<file path="src/hw/rtl/crhv_pkg.sv">
// Shared types and constants for the cache record header verifier.
// Holds the status codes, configuration and verdict structs, magic bytes and CRC-32 step.
// No dependencies.
package crhv_pkg;

  localparam int COUNT_W  = 21;
  localparam logic [COUNT_W-1:0] COUNT_MAX = {COUNT_W{1'b1}};
  localparam logic [31:0] CRC_POLY = 32'hEDB8_8320;

  // Header layout offsets
  localparam int OFS_VERSION = 8;
  localparam int OFS_FLAGS   = 10;
  localparam int OFS_GEN     = 12;
  localparam int OFS_LENGTH  = 20;
  localparam int OFS_CRC     = 24;
  localparam int OFS_RSVD    = 28;

  // Magic "LPCACHE1", byte 0 first
  localparam logic [7:0] MAGIC [8] = '{8'h4C, 8'h50, 8'h43, 8'h41,
                                       8'h43, 8'h48, 8'h45, 8'h31};

  // Configuration register indexes
  localparam logic [1:0] CFG_VERSION = 2'd0;
  localparam logic [1:0] CFG_FLAGS   = 2'd1;
  localparam logic [1:0] CFG_MAX_LEN = 2'd2;

  typedef enum logic [2:0] {
    ST_OK          = 3'd0,
    ST_BAD_HEADER  = 3'd1,
    ST_UNSUPPORTED = 3'd2,
    ST_BAD_LENGTH  = 3'd3,
    ST_CRC_ERROR   = 3'd4
  } status_t;

  typedef struct packed {
    logic [15:0] expected_version;
    logic [15:0] expected_flags;
    logic [19:0] max_payload_bytes;
  } cfg_t;

  typedef struct packed {
    status_t     status;
    logic [63:0] generation;
    logic [19:0] payload_length;
  } verdict_t;

  // One reflected CRC-32 byte update, bit by bit
  function automatic logic [31:0] crc32_byte(input logic [31:0] crc, input logic [7:0] b);
    logic [31:0] c;
    c = crc ^ {24'd0, b};
    for (int k = 0; k < 8; k++) begin
      c = (c >> 1) ^ (CRC_POLY & {32{c[0]}});
    end
    return c;
  endfunction

endpackage

</file>
<file path="src/hw/rtl/cache_record_header_verifier_core.sv">
// Cache record header verifier, stream in one byte per beat, one status per record.
//
// Input stream: in_tdata carries one record byte, in_tlast marks the final byte.
// The record is an 8-byte magic, little-endian version, flags, generation,
// payload length and stored CRC, padding up to HEADER_SIZE bytes, then payload.
// Output stream: one beat per record, sent after the final input byte, with the
// status code and, on success only, the generation and payload length.
// Config port: write cfg_wdata to register cfg_addr while cfg_we is high
// (0 expected version, 1 expected flags, 2 max payload bytes); write only
// between records.
// Throughput: one byte per cycle, back to back, while no verdict is stalled.
// The final byte passes the input register, then the CRC step and checks ahead
// of the result register, which holds the verdict beat.
// Stall: while a verdict waits on out_tready the whole pipeline holds and
// in_tready drops; in_tready is high again in the cycle the verdict is taken.
// Reset (rst_n low, synchronous): the pipeline empties, record state rearms and
// the config registers return to version 1, flags 0, max payload 65536.
module cache_record_header_verifier_core #(
  parameter int HEADER_SIZE = 32
) (
  input  logic        clk,
  input  logic        rst_n,
  // Input stream
  input  logic        in_tvalid,
  output logic        in_tready,
  input  logic [7:0]  in_tdata,   // [7:0] data_byte
  input  logic        in_tlast,   // last_byte
  // Result stream
  output logic        out_tvalid,
  input  logic        out_tready,
  output logic [87:0] out_tdata,  // [2:0] status, [66:3] generation,
                                  // [86:67] payload_length, [87] zero
  // Config port
  input  logic        cfg_we,
  input  logic [1:0]  cfg_addr,
  input  logic [19:0] cfg_wdata
);
  import crhv_pkg::*;

  cfg_t       cfg_r;
  logic       en;
  logic       vld_r;
  logic [7:0] byte_r;
  logic       last_r;
  verdict_t   verdict;
  verdict_t   res_r;
  logic       out_vld_r;

  // Advance whenever the result slot is free or draining
  assign en        = !out_vld_r || out_tready;
  assign in_tready = en;

  // Config registers
  always_ff @(posedge clk) begin
    if (!rst_n) begin
      cfg_r.expected_version  <= 16'd1;
      cfg_r.expected_flags    <= 16'd0;
      cfg_r.max_payload_bytes <= 20'd65536;
    end else if (cfg_we) begin
      case (cfg_addr)
        CFG_VERSION: cfg_r.expected_version  <= cfg_wdata[15:0];
        CFG_FLAGS:   cfg_r.expected_flags    <= cfg_wdata[15:0];
        CFG_MAX_LEN: cfg_r.max_payload_bytes <= cfg_wdata;
        default:     ;
      endcase
    end
  end

  // Input register
  always_ff @(posedge clk) begin
    if (!rst_n) begin
      vld_r <= 1'b0;
    end else if (en) begin
      vld_r <= in_tvalid;
    end
  end

  always_ff @(posedge clk) begin
    if (en) begin
      byte_r <= in_tdata;
      last_r <= in_tlast;
    end
  end

  crhv_record #(
    .HEADER_SIZE(HEADER_SIZE)
  ) u_record (
    .clk     (clk),
    .rst_n   (rst_n),
    .beat_en (en && vld_r),
    .byte_in (byte_r),
    .last_in (last_r),
    .cfg     (cfg_r),
    .verdict (verdict)
  );

  // Result register
  always_ff @(posedge clk) begin
    if (!rst_n) begin
      out_vld_r <= 1'b0;
    end else if (en) begin
      out_vld_r <= vld_r && last_r;
    end
  end

  always_ff @(posedge clk) begin
    if (en && vld_r && last_r) begin
      res_r <= verdict;
    end
  end

  assign out_tvalid = out_vld_r;
  assign out_tdata  = {1'b0, res_r.payload_length, res_r.generation, res_r.status};

endmodule

</file>
<file path="src/hw/rtl/crhv_record.sv">
// Per-record state of the header verifier: byte count, running CRC, captured fields.
// Computes the verdict for a final beat from the updated state.
// Depends on crhv_pkg.
module crhv_record #(
  parameter int HEADER_SIZE = 32
) (
  input  logic               clk,
  input  logic               rst_n,
  input  logic               beat_en,
  input  logic [7:0]         byte_in,
  input  logic               last_in,
  input  crhv_pkg::cfg_t     cfg,
  output crhv_pkg::verdict_t verdict
);
  import crhv_pkg::*;

  localparam logic [COUNT_W-1:0] HDR_CNT = COUNT_W'(HEADER_SIZE);
  localparam logic [32:0]        HDR_SUM = 33'(HEADER_SIZE);

  logic [COUNT_W-1:0] count_r, count_nxt;
  logic [31:0]        crc_r, crc_nxt;
  logic               magic_ok_r, magic_ok_nxt;
  logic [15:0]        version_r, version_nxt;
  logic [15:0]        flags_r, flags_nxt;
  logic [63:0]        gen_r, gen_nxt;
  logic [31:0]        len_r, len_nxt;
  logic [31:0]        scrc_r, scrc_nxt;

  logic [4:0]  low;
  logic [4:0]  gen_off;
  logic [4:0]  len_off;
  logic [4:0]  scrc_off;
  logic        crc_en;
  logic [32:0] want_total;

  // Capture header fields and advance the CRC for the current byte
  always_comb begin
    count_nxt    = count_r;
    crc_nxt      = crc_r;
    magic_ok_nxt = magic_ok_r;
    version_nxt  = version_r;
    flags_nxt    = flags_r;
    gen_nxt      = gen_r;
    len_nxt      = len_r;
    scrc_nxt     = scrc_r;

    low      = count_r[4:0];
    gen_off  = low - 5'(OFS_GEN);
    len_off  = low - 5'(OFS_LENGTH);
    scrc_off = low - 5'(OFS_CRC);

    if (count_r < COUNT_W'(OFS_VERSION)) begin
      if (byte_in != MAGIC[count_r[2:0]]) magic_ok_nxt = 1'b0;
    end else if (count_r < COUNT_W'(OFS_FLAGS)) begin
      version_nxt[{count_r[0], 3'b000} +: 8] = byte_in;
    end else if (count_r < COUNT_W'(OFS_GEN)) begin
      flags_nxt[{count_r[0], 3'b000} +: 8] = byte_in;
    end else if (count_r < COUNT_W'(OFS_LENGTH)) begin
      gen_nxt[{gen_off[2:0], 3'b000} +: 8] = byte_in;
    end else if (count_r < COUNT_W'(OFS_CRC)) begin
      len_nxt[{len_off[1:0], 3'b000} +: 8] = byte_in;
    end else if (count_r < COUNT_W'(OFS_RSVD)) begin
      scrc_nxt[{scrc_off[1:0], 3'b000} +: 8] = byte_in;
    end

    crc_en = (count_r >= COUNT_W'(OFS_VERSION) && count_r < COUNT_W'(OFS_CRC)) ||
             (count_r >= HDR_CNT);
    if (crc_en) crc_nxt = crc32_byte(crc_r, byte_in);

    // Saturate at all ones
    if (count_r != COUNT_MAX) count_nxt = count_r + 1'b1;
  end

  // Check in order: header, version, flags/generation, length, size, CRC
  always_comb begin
    want_total = {1'b0, len_nxt} + HDR_SUM;
    verdict.generation     = '0;
    verdict.payload_length = '0;
    if (count_nxt < HDR_CNT || !magic_ok_nxt) begin
      verdict.status = ST_BAD_HEADER;
    end else if (version_nxt != cfg.expected_version) begin
      verdict.status = ST_UNSUPPORTED;
    end else if (flags_nxt != cfg.expected_flags || gen_nxt == 64'd0) begin
      verdict.status = ST_BAD_HEADER;
    end else if (len_nxt == 32'd0 || len_nxt > {12'd0, cfg.max_payload_bytes}) begin
      verdict.status = ST_BAD_LENGTH;
    end else if ({12'd0, count_nxt} != want_total) begin
      verdict.status = ST_BAD_LENGTH;
    end else if (~crc_nxt != scrc_nxt) begin
      verdict.status = ST_CRC_ERROR;
    end else begin
      verdict.status         = ST_OK;
      verdict.generation     = gen_nxt;
      verdict.payload_length = len_nxt[19:0];
    end
  end

  // Hold record state; rearm on reset and after the final beat
  always_ff @(posedge clk) begin
    if (!rst_n || (beat_en && last_in)) begin
      count_r    <= '0;
      crc_r      <= 32'hFFFF_FFFF;
      magic_ok_r <= 1'b1;
      version_r  <= '0;
      flags_r    <= '0;
      gen_r      <= '0;
      len_r      <= '0;
      scrc_r     <= '0;
    end else if (beat_en) begin
      count_r    <= count_nxt;
      crc_r      <= crc_nxt;
      magic_ok_r <= magic_ok_nxt;
      version_r  <= version_nxt;
      flags_r    <= flags_nxt;
      gen_r      <= gen_nxt;
      len_r      <= len_nxt;
      scrc_r     <= scrc_nxt;
    end
  end

endmodule

</file>
<file path="config.mk">
export PLATFORM = sky130hd
export DESIGN_NAME = cache_record_header_verifier_core
export DESIGN_NICKNAME = d
export VERILOG_FILES = /design/src/hw/rtl/crhv_pkg.sv /design/src/hw/rtl/cache_record_header_verifier_core.sv /design/src/hw/rtl/crhv_record.sv
export SDC_FILE = /design/constraint.sdc
export NUM_CORES = 1
export LEC_CHECK = 0
export ABC_AREA = 1
export BUFFER_PORTS_ARGS = -buffer_cell sky130_fd_sc_hd__buf_4
export CORE_AREA = 2 2 309 311
export DETAILED_ROUTE_END_ITERATION = 10
export DIE_AREA = 0 0 311 313
export PLACE_DENSITY = 0.35
export SLEW_MARGIN = 5
export SYNTH_ARGS = -nofsm -noshare
export SYNTH_HDL_FRONTEND = slang
export SYNTH_HIERARCHICAL = 1
export SYNTH_SLANG_ARGS = --single-unit
export TNS_END_PERCENT = 1
</file>
<file path="constraint.sdc">
create_clock -name clk -period 5.6 [get_ports clk]
set_input_delay 0.84 -clock clk [delete_from_list [all_inputs] [get_ports clk]]
set_output_delay 0.84 -clock clk [all_outputs]
set_load 0.01 [all_outputs]
</file>
After elaboration in Yosys (flattened, before gate mapping) --
Memory sizes are Yosys's and may differ from the RTL's. Index checks and enable logic that the tools add are counted.
Storage, ports and cells: memories kept 1, bits in read-only memories 64, memory bits (writable) 0, register bits after elaboration 364, input port bits 36, word-level logic and storage cells 124, latch bits 0
Cells by class: $add $sub $neg 9, multipliers 0, shift operators 8, div/mod/pow operators 0, reductions and logical operators 21, order comparisons 11, bitwise operators 11, multiplexer cells 36, equal/unequal tests 8
Memories:
- (name not given) | words 8, width 8, read ports 1, clocked after Yosys merged registers in 0, wr ports 0, RTL line crhv_record.sv:53 | if (byte_in != MAGIC[count_r[2:0]]) magic_ok_nxt = 1'b0;
Operators by type and width (number):
- $mux 32 | 12
- $mux 64 | 4
- $xor 31x32->32 | 8
- $mux 16 | 5
- $bwmux 32 | 2
- $bwmux 64 | 1
- $logic_not 64->1 | 1
- $shift 8x7->32 const A | 2
- $shift 8x8->64 const A | 1
- $shiftx 8x7->32 | 2
- $shiftx 8x8->64 | 1
- $lt 21x4->1 const B | 3
- $lt 21x5->1 const B | 3
- $add 32x6->33 const B | 1
- $ne 21x33->1 | 1
- $bwmux 16 | 2
- $gt 32x20->1 | 1
- $logic_not 32->1 | 1
- $ne 16x16->1 | 2
- $ne 32x32->1 | 1
- $not 32->32 | 1
- $xor 32x8->32 | 1
- $add 21x1->21 const B | 1
- $ge 21x4->1 const B | 1
- 27 further kinds | 46

Logic depth before layout (Yosys ltp) --
Gate-level depths: netlist of run 1.
depth after elaboration 17, depth in mapped cells 31, depth with buffers taken out 28

Hierarchy --
The synthesis of run 1 kept the hierarchy.
Modules (own cells, without submodules):
- crhv_record | sequential area each 4284.1 um2, instances 1, cells an instance 2886, area each 17244.0 um2
- cache_record_header_verifier_core | sequential area each 3963.8 um2, instances 1, cells an instance 445, area each 5149.9 um2

Worst setup path before layout of run 1 --
OpenSTA, ideal clock, no wires.
path type input port to flip-flop, from input out_tready, to register res_r (netlist bit out_tdata[0]) (enable), stages on the path 4, library setup time 533 ps, arrival time 4953 ps, slack 113 ps, required time 5067 ps, cells stage by stage inv_1 > nand2_1 > inv_1 > nor2_1
Between the ends: cells in the longest elaborated chain, start to end 3
Ends and longest elaborated chain:
- start, declared | RTL line cache_record_header_verifier_core.sv:30 | input logic out_tready,
- $logic_or 1x1->1 | RTL line cache_record_header_verifier_core.sv:50 | assign en = !out_vld_r || out_tready;
- via in_tready | RTL line cache_record_header_verifier_core.sv:25 | output logic in_tready,
- $logic_and 1x1->1 (2 in series) | RTL line cache_record_header_verifier_core.sv:107 | if (en && vld_r && last_r) begin
- end signal, assigned | RTL line cache_record_header_verifier_core.sv:108 | res_r <= verdict;
- end, declared | RTL line cache_record_header_verifier_core.sv:46 | verdict_t res_r;
The timed path passes the listed nets, and every way through them passes these cells. A chain may end at the register's enable or synchronous reset.

Worst setup path in the final report of run 1 --
from register u_record.count_r[1], to register res_r (netlist bit out_tdata[58]), data pin
Between the ends: cells in the longest elaborated chain, start to end 12, elaborated cells between the ends (all ways) 71, those cells by class 8 x add/sub; 10 x order compare; 6 x eq/ne; 6 x shift; 29 x mux; 2 x bitwise; 9 x reduce/logical; 1 x memory
Ends and longest elaborated chain:
- start, declared | RTL line crhv_record.sv:20 | logic [COUNT_W-1:0] count_r, count_nxt;
- start signal, assigned | RTL line crhv_record.sv:110 | count_r <= count_nxt;
- $sub 2x1->2 | RTL line crhv_record.sv:49, crhv_record.sv:50
- $neg 5->7 | RTL line crhv_record.sv:61, crhv_record.sv:63
- $shiftx 8x7->32 / $shift 8x7->32 (equally long branches) | RTL line crhv_record.sv:61, crhv_record.sv:63
- $bwmux 32, on equally long branches | RTL line crhv_record.sv:61, crhv_record.sv:63
- $mux 32, on equally long branches | RTL line crhv_record.sv:60, crhv_record.sv:62
- $mux 32, on equally long branches | RTL line crhv_record.sv:58, crhv_record.sv:60
- $mux 32, on equally long branches | RTL line crhv_record.sv:56, crhv_record.sv:58
- $mux 32, on equally long branches | RTL line crhv_record.sv:54, crhv_record.sv:56
- $mux 32, on equally long branches | RTL line crhv_record.sv:52, crhv_record.sv:54
- $add 32x6->33 (tied with other cells) | RTL line crhv_record.sv:76 | want_total = {1'b0, len_nxt} + HDR_SUM;
- $ne 21x33->1 (tied with other cells) | RTL line crhv_record.sv:87 | end else if ({12'd0, count_nxt} != want_total) begin
- $reduce_or 6->1 (no line)
Several ways; a longest one is shown, not always the timed one. The select of a mux whose other input is x is not followed.

==> qor.txt, run 1 <==
RSZ-0062 raised after global routing -> false
cell taking the most area after synthesis -> dfxtp_1
CTS Sinks -> 364
vias per cell -> 4.44
multi-input logic area -> 0.0114 mm2
Pint -> 5.46 mW
Syn. warnings -> 6
Synth top area share -> 24.0%
maxcap violations -> 0
Flop pwr share -> 35.4%
Worst-path clk slew -> 60 ps
detailed-route via count -> 21000
port bufs -> 124
detailed-router iteration count before antenna repair -> 5
#FFs+latches synth -> 364
top post-synthesis cells by count -> 786 x nand2_1, 515 x inv_1, 431 x nor2_1
Finish-stage setup viols -> 0
kind of critical path -> register to register
mapped cell area -> 0.0224 mm2
most used flip-flop cell after synthesis -> dfxtp_1
Synth-to-Final Area Change -> 18.2%
total grt overflow -> 0
die height -> 313 um
switching portion of total power -> 34.2%
Critical Path Fanout Max -> 64
CTS buffer count -> 50
outcome -> completed
Synth area leaders -> dfxtp_1 24%, nand2_1 13%, edfxtp_1 13%
worst skew pair latency -> 610 ps
Clk network pwr share -> 40.2%
DR top layer -> met4
CP startpoint kind -> register
fin crit share -> 90.1%
drc violations -> 0
CTS max path bufs -> 3
Max Slew Vio Count -> 0
WL final -> 90.6 mm
CP required -> 6040 ps
Post-Synthesis Cells -> 3331
H-tree levels -> 2
Final Hold Fails -> 0
die width -> 311 um
ANT nets after route -> 0
pin count of the biggest net entering global routing -> 134
diodes inserted -> 0
Boundary Pins -> 126
placed instance area -> 0.0248 mm2
post-synthesis sequential area ratio -> 36.8%
Core Area -> 0.0942 mm2
final net count -> 3485
peak supply drop -> 0.194 mV
Comb power frac -> 24.4%
Switch Pwr -> 2.84 mW
cell with the most instances after synthesis -> nand2_1
syn nets -> 3397
Final Critical Period -> 5040 ps
setup TNS -> 0 ps
pwr dens -> 314 mW/mm2
async set-reset flop share out of synthesis -> 0%
CP max-delay cell -> nand4_1
first-pass GRT wire length -> 135 mm
# rows -> 113
crit path DAT -> 5490 ps
Initial Util -> 23.8%
GPL Wtd Cong -> 0.873
Fillers -> 10700
Die Area -> 0.0973 mm2
fmax -> 198 MHz
Worst Tran Pin Value -> 953 ps
CP endpoint kind -> register
CTS tree -> yes
metal1 wirelength -> 42.2 mm
Most Frequent Cell on Critical Path -> nand2_1
initial DRC count -> 1475
HPWL Detailed -> 67.2 mm
DR WL/cell -> 19.2 um
Clock Skew -> 28.6 ps
Max transition margin -> 36.5%
Root Buffer -> clkbuf_16
share of cells above drive strength 1 -> 11.5%
Leak -> 12.3 nW
initial antenna violation count -> 2
Mapped Avg Cell Area -> 6.72 um2
all-layer global routing usage -> 18.3%
met3 wire length -> 3.29 mm
DR WL met2 -> 43.0 mm
distinct cell type count of the synthesized netlist -> 49
Register Area -> 0.00825 mm2
Max stage delay on crit path -> 550 ps
Post-synth EDFFs -> 96
Final Instance Area -> 0.0265 mm2
vias in the first global route -> 20100
HP Class -> input port to register
-- cells in the final DEF, fill, tap and decap left out, types with 49 or more instances in the layout --
cell,netlist,routed
nand3_1,136,135
nand2_1,786,785
o21ai_0,266,266
nor3_2,63,63
dfxtp_1,268,268
o211ai_1,72,72
a21oi_1,152,152
inv_1,515,513
buf_4,12,189
edfxtp_1,96,96
nor2_1,431,428
clkbuf_16,0,53
nand4_1,49,49
xor2_1,87,87
-- repair_timing --
action / 4_1_cts / 5_1_grt
buffers inserted: 0 / 2
hold buffers: 0 / 0
resized for setup: 0 / 1
endpoints found under the setup margin: 0 / 1
-- sequential cells by signal (all words and copies together) (netlist names) --
register and count:
u_record/crc_r 32, u_record/len_r 32, out_tvalid 1, u_record/scrc_r 32, byte_r 8, u_record/flags_r 16
cfg_r 52, u_record/gen_r 64, u_record/version_r 16, vld_r 1, last_r 1, u_record/count_r 21
out_tdata 87, u_record/magic_ok_r 1
-- layer usage --
layer,GRT usage [%],vias to the layer above
li1,-,10700
met1,24.4,9759
met2,31.3,392
met3,2.10,95
met4,4.66,0
met5,0,-
-- cell families after synthesis --
family,Yosys count,share of synthesized area (%)
multiplexers,1,0.0447
other,1,0.0167
flip-flops,364,36.8
XOR/XNOR,137,5.46
buffers and inverters,691,12.3
AO/OA/AOI/OAI,549,13.3
AND/OR/NAND/NOR,1558,30.4
adder cells (fa/ha/maj),30,1.68
-- stage by stage --
stage | power, mW | worst slack (ps) | hold slack (ps) | util (%) | cells
finish | 8.30 | 555 | 404 | 28.1 | 4725
global route | 8.79 | 6.13 | 367 | 28.1 | 4725
CTS | 8.45 | 604 | 349 | 28.1 | 4723
detailed placement | 5.04 | 656 | 464 | 26.3 | 4630
global placement | 5.06 | 626 | 448 | 26.3 | 4630
floorplan | 4.34 | 113 | 429 | - | 3331
-- worst max-delay path: cells and delay by family (launching register included) --
kind | cells | cell delay [ps]
simple gates | 18 | 2620
buf+inv | 5 | 920
fa+ha+maj | 2 | 460
flops | 1 | 360
compound gates | 3 | 340
-- cell type report --
type,count,area share [%]
multi-input cells,2276,43.2
flip-flops and latches,364,31.2
inverters,533,7.58
clock buffers,66,5.31
repair buffers,194,5.74
clock inverters,27,1.04
well taps,1265,5.98
-- worst paths after layout --
check	cells past startpoint	slack [ps]	end	startpoint
setup / recovery	28	560	out_tdata[58]	u_record/count_r[1]
hold / removal	1	400	byte_r[1]	in_tdata[1]
setup reg to reg	28	560	out_tdata[58]	u_record/count_r[1]
hold reg to reg	2	470	cfg_r[16]	cfg_r[16]
-- power groups by stage --
stage          Combinational (mW)  Clock (mW)  Sequential, mW
5_1_grt                      2.28        3.55            2.96
3_5_place_dp                 2.04           0            3.00
3_3_place_gp                 2.06           0            3.00
6_report                     2.03        3.33            2.94
2_1_floorplan                1.37           0            2.97
4_1_cts                      2.05        3.46            2.94
(Power assumes the default switching activity.)
==> run 2, diff against run 1 <==
BUFFER_PORTS_ARGS = not set   (was -buffer_cell sky130_fd_sc_hd__buf_4)
DONT_BUFFER_PORTS = 1   (was not set)
PLACE_DENSITY = 0.34   (was 0.35)
REMOVE_ABC_BUFFERS = 1   (was not set)
==> run 2 against run 1 <==
  * First-iteration DRC count shrank 13%
  * Clock skew shrank 5.0 ps
  * Sequential power is essentially flat
  * Highest routed layer is now met5
==> qor.txt, run 2 (synthesis results as in run 1) <==
outcome -> completed
pin count of the biggest net entering global routing -> 89
CP max-delay cell -> o21ai_1
RSZ-0062 raised after global routing -> false
Max Slew Vio Count -> 0
R2R depth -> 26
GPL Wtd Cong -> 0.839
ANT nets after route -> 0
crit path DAT -> 5600 ps
maxcap violations -> 0
detailed-router iteration count before antenna repair -> 5
port bufs -> 0
Max transition margin -> 34.4%
first-pass GRT wire length -> 132 mm
peak supply drop -> 0.193 mV
total grt overflow -> 0
Max stage delay on crit path -> 590 ps
die width -> 311 um
Clock Skew -> 23.6 ps
Finish-stage setup viols -> 0
Fillers -> 10700
Final Critical Period -> 5160 ps
Root Buffer -> clkbuf_16
Synth-to-Final Area Change -> 14.3%
WP buf/inv -> 4
die height -> 313 um
worst slack at placement -> 495 ps
commonest non-fill, non-tap cells in the layout -> 785 x nand2_1, 513 x inv_1, 428 x nor2_1
Final Util -> 27.2%
Hold Crit Depth -> 0
CTS tree -> yes
HP Class -> input port to register
CP startpoint kind -> register
Register Area -> 0.00825 mm2
Most Frequent Cell on Critical Path -> nand2_1
initial DRC count -> 1290
Worst Tran Pin Value -> 984 ps
Leak -> 11.7 nW
diodes inserted -> 0
CTS max path bufs -> 3
vias in the first global route -> 19700
Die Area -> 0.0973 mm2
Worst-path clk slew -> 60 ps
H-tree levels -> 2
pwr dens -> 324 mW/mm2
Final Instance Area -> 0.0256 mm2
Final Hold Fails -> 0
multi-input logic area -> 0.0114 mm2
CP endpoint kind -> register
Core Area -> 0.0942 mm2
worst skew pair latency -> 610 ps
Boundary Pins -> 126
drc violations -> 0
initial antenna violation count -> 4
commonest non-fill, non-tap cell in the layout -> nand2_1
HPWL Detailed -> 64.6 mm
CTS buffer count -> 49
Critical Path Fanout Max -> 33
kind of critical path -> register to register
setup TNS -> 0 ps
Initial Util -> 23.8%
all-layer global routing usage -> 17.9%
max reg flops -> 87
final worst setup slack -> 442 ps
DR WL/cell -> 19.2 um
CP required -> 6040 ps
fin crit share -> 92.1%
WL final -> 88.2 mm
fmax -> 194 MHz
detailed-route via count -> 20300
final net count -> 3363
total stage count of the critical path -> 26
share of cells above drive strength 1 -> 8.39%
vias per cell -> 4.41
placed instance area -> 0.0239 mm2
Top delay family on crit path -> simple AND/OR/NAND/NOR gates
CTS Sinks -> 364
# rows -> 113
-- run 2: changes by cell type in the layout (fill, tap and decap cells not counted), moves of 2 or more --
| cell | delta |
|---|---|
| clkinv_4 | +2 |
| buf_4 | -121 |
| inv_6 | -3 |
| clkbuf_8 | +5 |
| clkbuf_1 | -3 |
| clkbuf_16 | -2 |
-- run 2: layout make-up --
class	instances	area share, %
timing repair buffer	73	2.39
tap	1265	6.19
inverter	533	7.84
sequential	364	32.2
multi-input combinational	2276	44.7
clock buffer	66	5.52
clock inverter	26	1.14
-- run 2: where the power goes --
part	total, mW	internal (mW)	switching [mW]
clock	3.38	2.04	1.33
combinational	1.97	0.601	1.37
sequential	2.95	2.85	0.107
-- run 2: metal layers --
layer	vias up	part of all wire (%)	global-route usage, %
met5	-	0.039	0
met4	4	2.4	4.91
met3	110	4.9	3.22
met2	372	45	29.2
met1	9276	47	24.1
li1	10500	-	-
-- run 2: final timing paths --
path	from	to	slack (ps)
max reg2reg	u_record/count_r[0]	out_tdata[84]	440
min reg2reg	u_record/magic_ok_r	u_record/magic_ok_r	470
max	u_record/count_r[0]	out_tdata[84]	440
min	in_tdata[4]	byte_r[4]	320
-- run 2: stage by stage --
| stage | total power, mW | hold WS [ps] | instances |
|---|---|---|---|
| after CTS | 8.45 | 271 | 4601 |
| after global routing | 8.79 | 284 | 4603 |
| after global placement | 5.01 | 464 | 4509 |
| after floorplan | 4.31 | 429 | 3173 |
| after detailed placement | 4.98 | 458 | 4509 |
| final | 8.30 | 325 | 4603 |
-- run 2: timing repair --
| action | in CTS | in global routing |
|---|---|---|
| hold buffers | 0 | 0 |
| resized for setup | 0 | 0 |
| endpoints found under the setup margin | 0 | 12 |
| buffers inserted | 0 | 2 |
-- run 2: worst register-to-register path, stage by stage (launching register included) --
cell and delay (ps):
dfxtp_1 320, buf_4 170, inv_2 250, ha_1 290
inv_1 100, nor2_1 270, nand4_1 550, o21ai_1 590
ha_1 340, a21oi_1 140, o21ai_0 160, nand2_1 90
nand2_1 50, nand2_1 50, nand2_1 40, nand2_1 50
nand2_1 40, nand2_1 110, nand2_1 60, nor2_1 110
o21ai_0 100, nor2_1 100, nand2_1 90, nor2_1 210
nand4_4 140, buf_4 330, nor3_1 250
==> run 3, diff against run 2 <==
CORE_AREA = 2 2 302 304   (was 2 2 309 311)
DIE_AREA = 0 0 304 306   (was 0 0 311 313)
SYNTH_HIERARCHICAL = not set   (was 1)
==> run 3 against run 2 <==
  * Routed wire length down 8.7%
  * Synthesized cell count shrank 12%
  * Cell count is 11% lower
  * Utilization down 0.21 points
  * Clock skew grew 9.2 ps
  * Area after synthesis down 4.6%
  * Critical path type unchanged
  * Largest power group unchanged
  * Highest routed layer is now met4
==> qor.txt, run 3 <==
outcome -> completed
Synth top area share -> 25.1%
ANT nets after route -> 0
CP required -> 6070 ps
Mapped Avg Cell Area -> 7.28 um2
async set-reset flop share out of synthesis -> 0%
met3 wire length -> 4.04 mm
Finish-stage setup viols -> 0
metal1 wirelength -> 37.6 mm
Register Area -> 0.00825 mm2
Root Buffer -> clkbuf_16
detailed-route via count -> 18600
top post-synthesis cells by count -> 543 x nand2_1, 447 x inv_1, 308 x o21ai_0
CTS Sinks -> 364
R2R setup slack -> 500 ps
DR WL/cell -> 19.6 um
FF-to-FF End -> out_tdata[76]
Fin Hold WS -> 324 ps
cell with the most instances after synthesis -> nand2_1
Max transition margin -> 35.6%
Hold Crit Depth -> 0
Hold Buf Count CTS -> 0
die width -> 304 um
worst slack at placement -> 538 ps
Leak -> 10.6 nW
Hold Startpoint -> in_tdata[6]
CP endpoint kind -> register
drc violations -> 0
Flop pwr share -> 38.0%
CTS buffer count -> 47
post-synthesis sequential area ratio -> 38.6%
Die Area -> 0.0930 mm2
Worst Tran Pin Value -> 961 ps
GPL Wtd Cong -> 0.853
Post-Synthesis Cells -> 2932
DR top layer -> met4
Post-synth EDFFs -> 96
Pint -> 5.20 mW
commonest non-fill, non-tap cell in the layout -> nand2_1
detailed-router iteration count before antenna repair -> 5
Clk network pwr share -> 39.6%
pin count of the biggest net entering global routing -> 92
Final Hold Fails -> 0
max reg flops -> 87
H-tree levels -> 2
Boundary Pins -> 126
pwr dens -> 322 mW/mm2
Clock Skew -> 32.7 ps
Synth area leaders -> dfxtp_1 25%, edfxtp_1 13%, nand2_1 9.5%
crit path DAT -> 5570 ps
all-layer global routing usage -> 17.1%
Worst-path clk slew -> 60 ps
final worst setup slack -> 498 ps
Hold EP -> byte_r[6]
initial antenna violation count -> 2
vias in the first global route -> 17800
CP startpoint kind -> register
multi-input logic area -> 0.0107 mm2
die height -> 306 um
Fillers -> 9806
DR WL met2 -> 36.9 mm
Worst R2R Start -> u_record.count_r[1]
Final Critical Period -> 5100 ps
Switch Pwr -> 2.58 mW
distinct cell type count of the synthesized netlist -> 57
vias per cell -> 4.51
commonest non-fill, non-tap cells in the layout -> 542 x nand2_1, 446 x inv_1, 308 x o21ai_0
Comb power frac -> 22.5%
initial DRC count -> 1132
Critical Path Fanout Max -> 37
most used flip-flop cell after synthesis -> dfxtp_1
Max Slew Vio Count -> 0
share of cells above drive strength 1 -> 9.89%
fin crit share -> 91.1%
HP Class -> input port to register
CTS tree -> yes
switching portion of total power -> 33.2%
WL final -> 80.5 mm
kind of critical path -> register to register
# rows -> 110
first-pass GRT wire length -> 120 mm
RSZ-0062 raised after global routing -> false
port bufs -> 0
total grt overflow -> 0
fmax -> 196 MHz
Power Total -> 7.78 mW
Initial Util -> 23.8%
Core Area -> 0.0896 mm2
mapped cell area -> 0.0214 mm2
R2R depth -> 24
worst skew pair latency -> 620 ps
CTS max path bufs -> 3
peak supply drop -> 0.230 mV
#FFs+latches synth -> 364
Final Util -> 27.0%
Synth-to-Final Area Change -> 13.1%
HPWL Detailed -> 59.5 mm
final net count -> 2969
setup bufs post-CTS -> 0
Syn. warnings -> 0
cell taking the most area after synthesis -> dfxtp_1
maxcap violations -> 0
setup TNS -> 0 ps
PostCTS Resize Cnt -> 0
-- run 3: cell count changes in the layout (fill, tap and decap cells not counted), moves of 42 or more --
cell,before,now
nand2_1,785,542
o21ai_0,266,308
inv_1,513,446
nor3_2,63,3
nor2_1,428,304
nor2_4,5,68
-- run 3: cell type report --
class	count	area share [%]
antenna	1	0.0104
clock buffer	69	5.59
clock inverter	18	0.725
inverter	468	7.31
multi-input combinational	1971	44.3
sequential	364	34.1
tap	1176	6.09
timing repair buffer	51	1.79
-- run 3: how the worst max path moves through the flow --
stage                                   end  slack [ps]                 from  depth (start not counted)
final                         out_tdata[76]         500  u_record.count_r[1]                         24
after global routing          out_tdata[76]         160  u_record.count_r[1]                         24
after CTS                     out_tdata[77]         510  u_record.count_r[1]                         24
after detailed placement      out_tdata[76]         540  u_record.count_r[1]                         24
after global placement        out_tdata[77]         610  u_record.count_r[1]                         24
after floorplan           u_record.crc_r[0]       -9400           out_tready                         10
-- run 3: power groups by stage --
stage	Clock [mW]	Sequential, mW	Combinational [mW]
after global placement	0	3.01	1.77
after detailed placement	0	3.01	1.77
after floorplan	0	2.98	1.21
after global routing	3.30	2.97	1.98
final	3.08	2.95	1.75
after CTS	3.20	2.95	1.78
-- run 3: kinds of logic (layout without fill, tap and decap cells) --
| group | after synthesis | count (layout) | share of synthesized area [%] |
|---|---|---|---|
| flops | 364 | 364 | 38.6 |
| compound gates | 594 | 594 | 15.3 |
| buf+inv | 597 | 606 | 11.4 |
| xor+xnor | 141 | 141 | 5.98 |
| mux | 5 | 5 | 0.234 |
| simple gates | 1200 | 1200 | 26.7 |
| fa+ha+maj | 30 | 30 | 1.76 |
| other cells | 1 | 2 | 0.0176 |
-- run 3: through the flow --
step           cells  instance area, um2
6_report        4118               24200
5_1_grt         4117               24200
4_1_cts         4117               24200
3_5_place_dp    4030               22600
3_3_place_gp    4030               22600
2_1_floorplan   2803               20700
-- run 3: critical path, cell delays in order (launching register included) --
cell      delay (ps)
dfxtp_1          490
inv_1            210
ha_1             500
nand2_1          400
nor3_1           600
nand3_1          230
nand2_2          180
ha_1             240
nand2_1           90
nor2_1            50
a211oi_1         180
nand2_1           80
nand2_1           60
nand3_1           70
nor2_1           110
nand2_1           60
nor2_1           130
nand3_1          110
nor2_1           110
nand3_1          160
nor2_2           210
nand4_4          110
buf_12           190
buf_12           200
nor2_1           140
-- run 3: per-layer routing --
| layer | up-vias | GRT usage [%] |
|---|---|---|
| met2 | 391 | 28.1 |
| met4 | 0 | 4.67 |
| met5 | - | 0 |
| met3 | 99 | 2.88 |
| li1 | 9355 | - |
| met1 | 8746 | 23.0 |
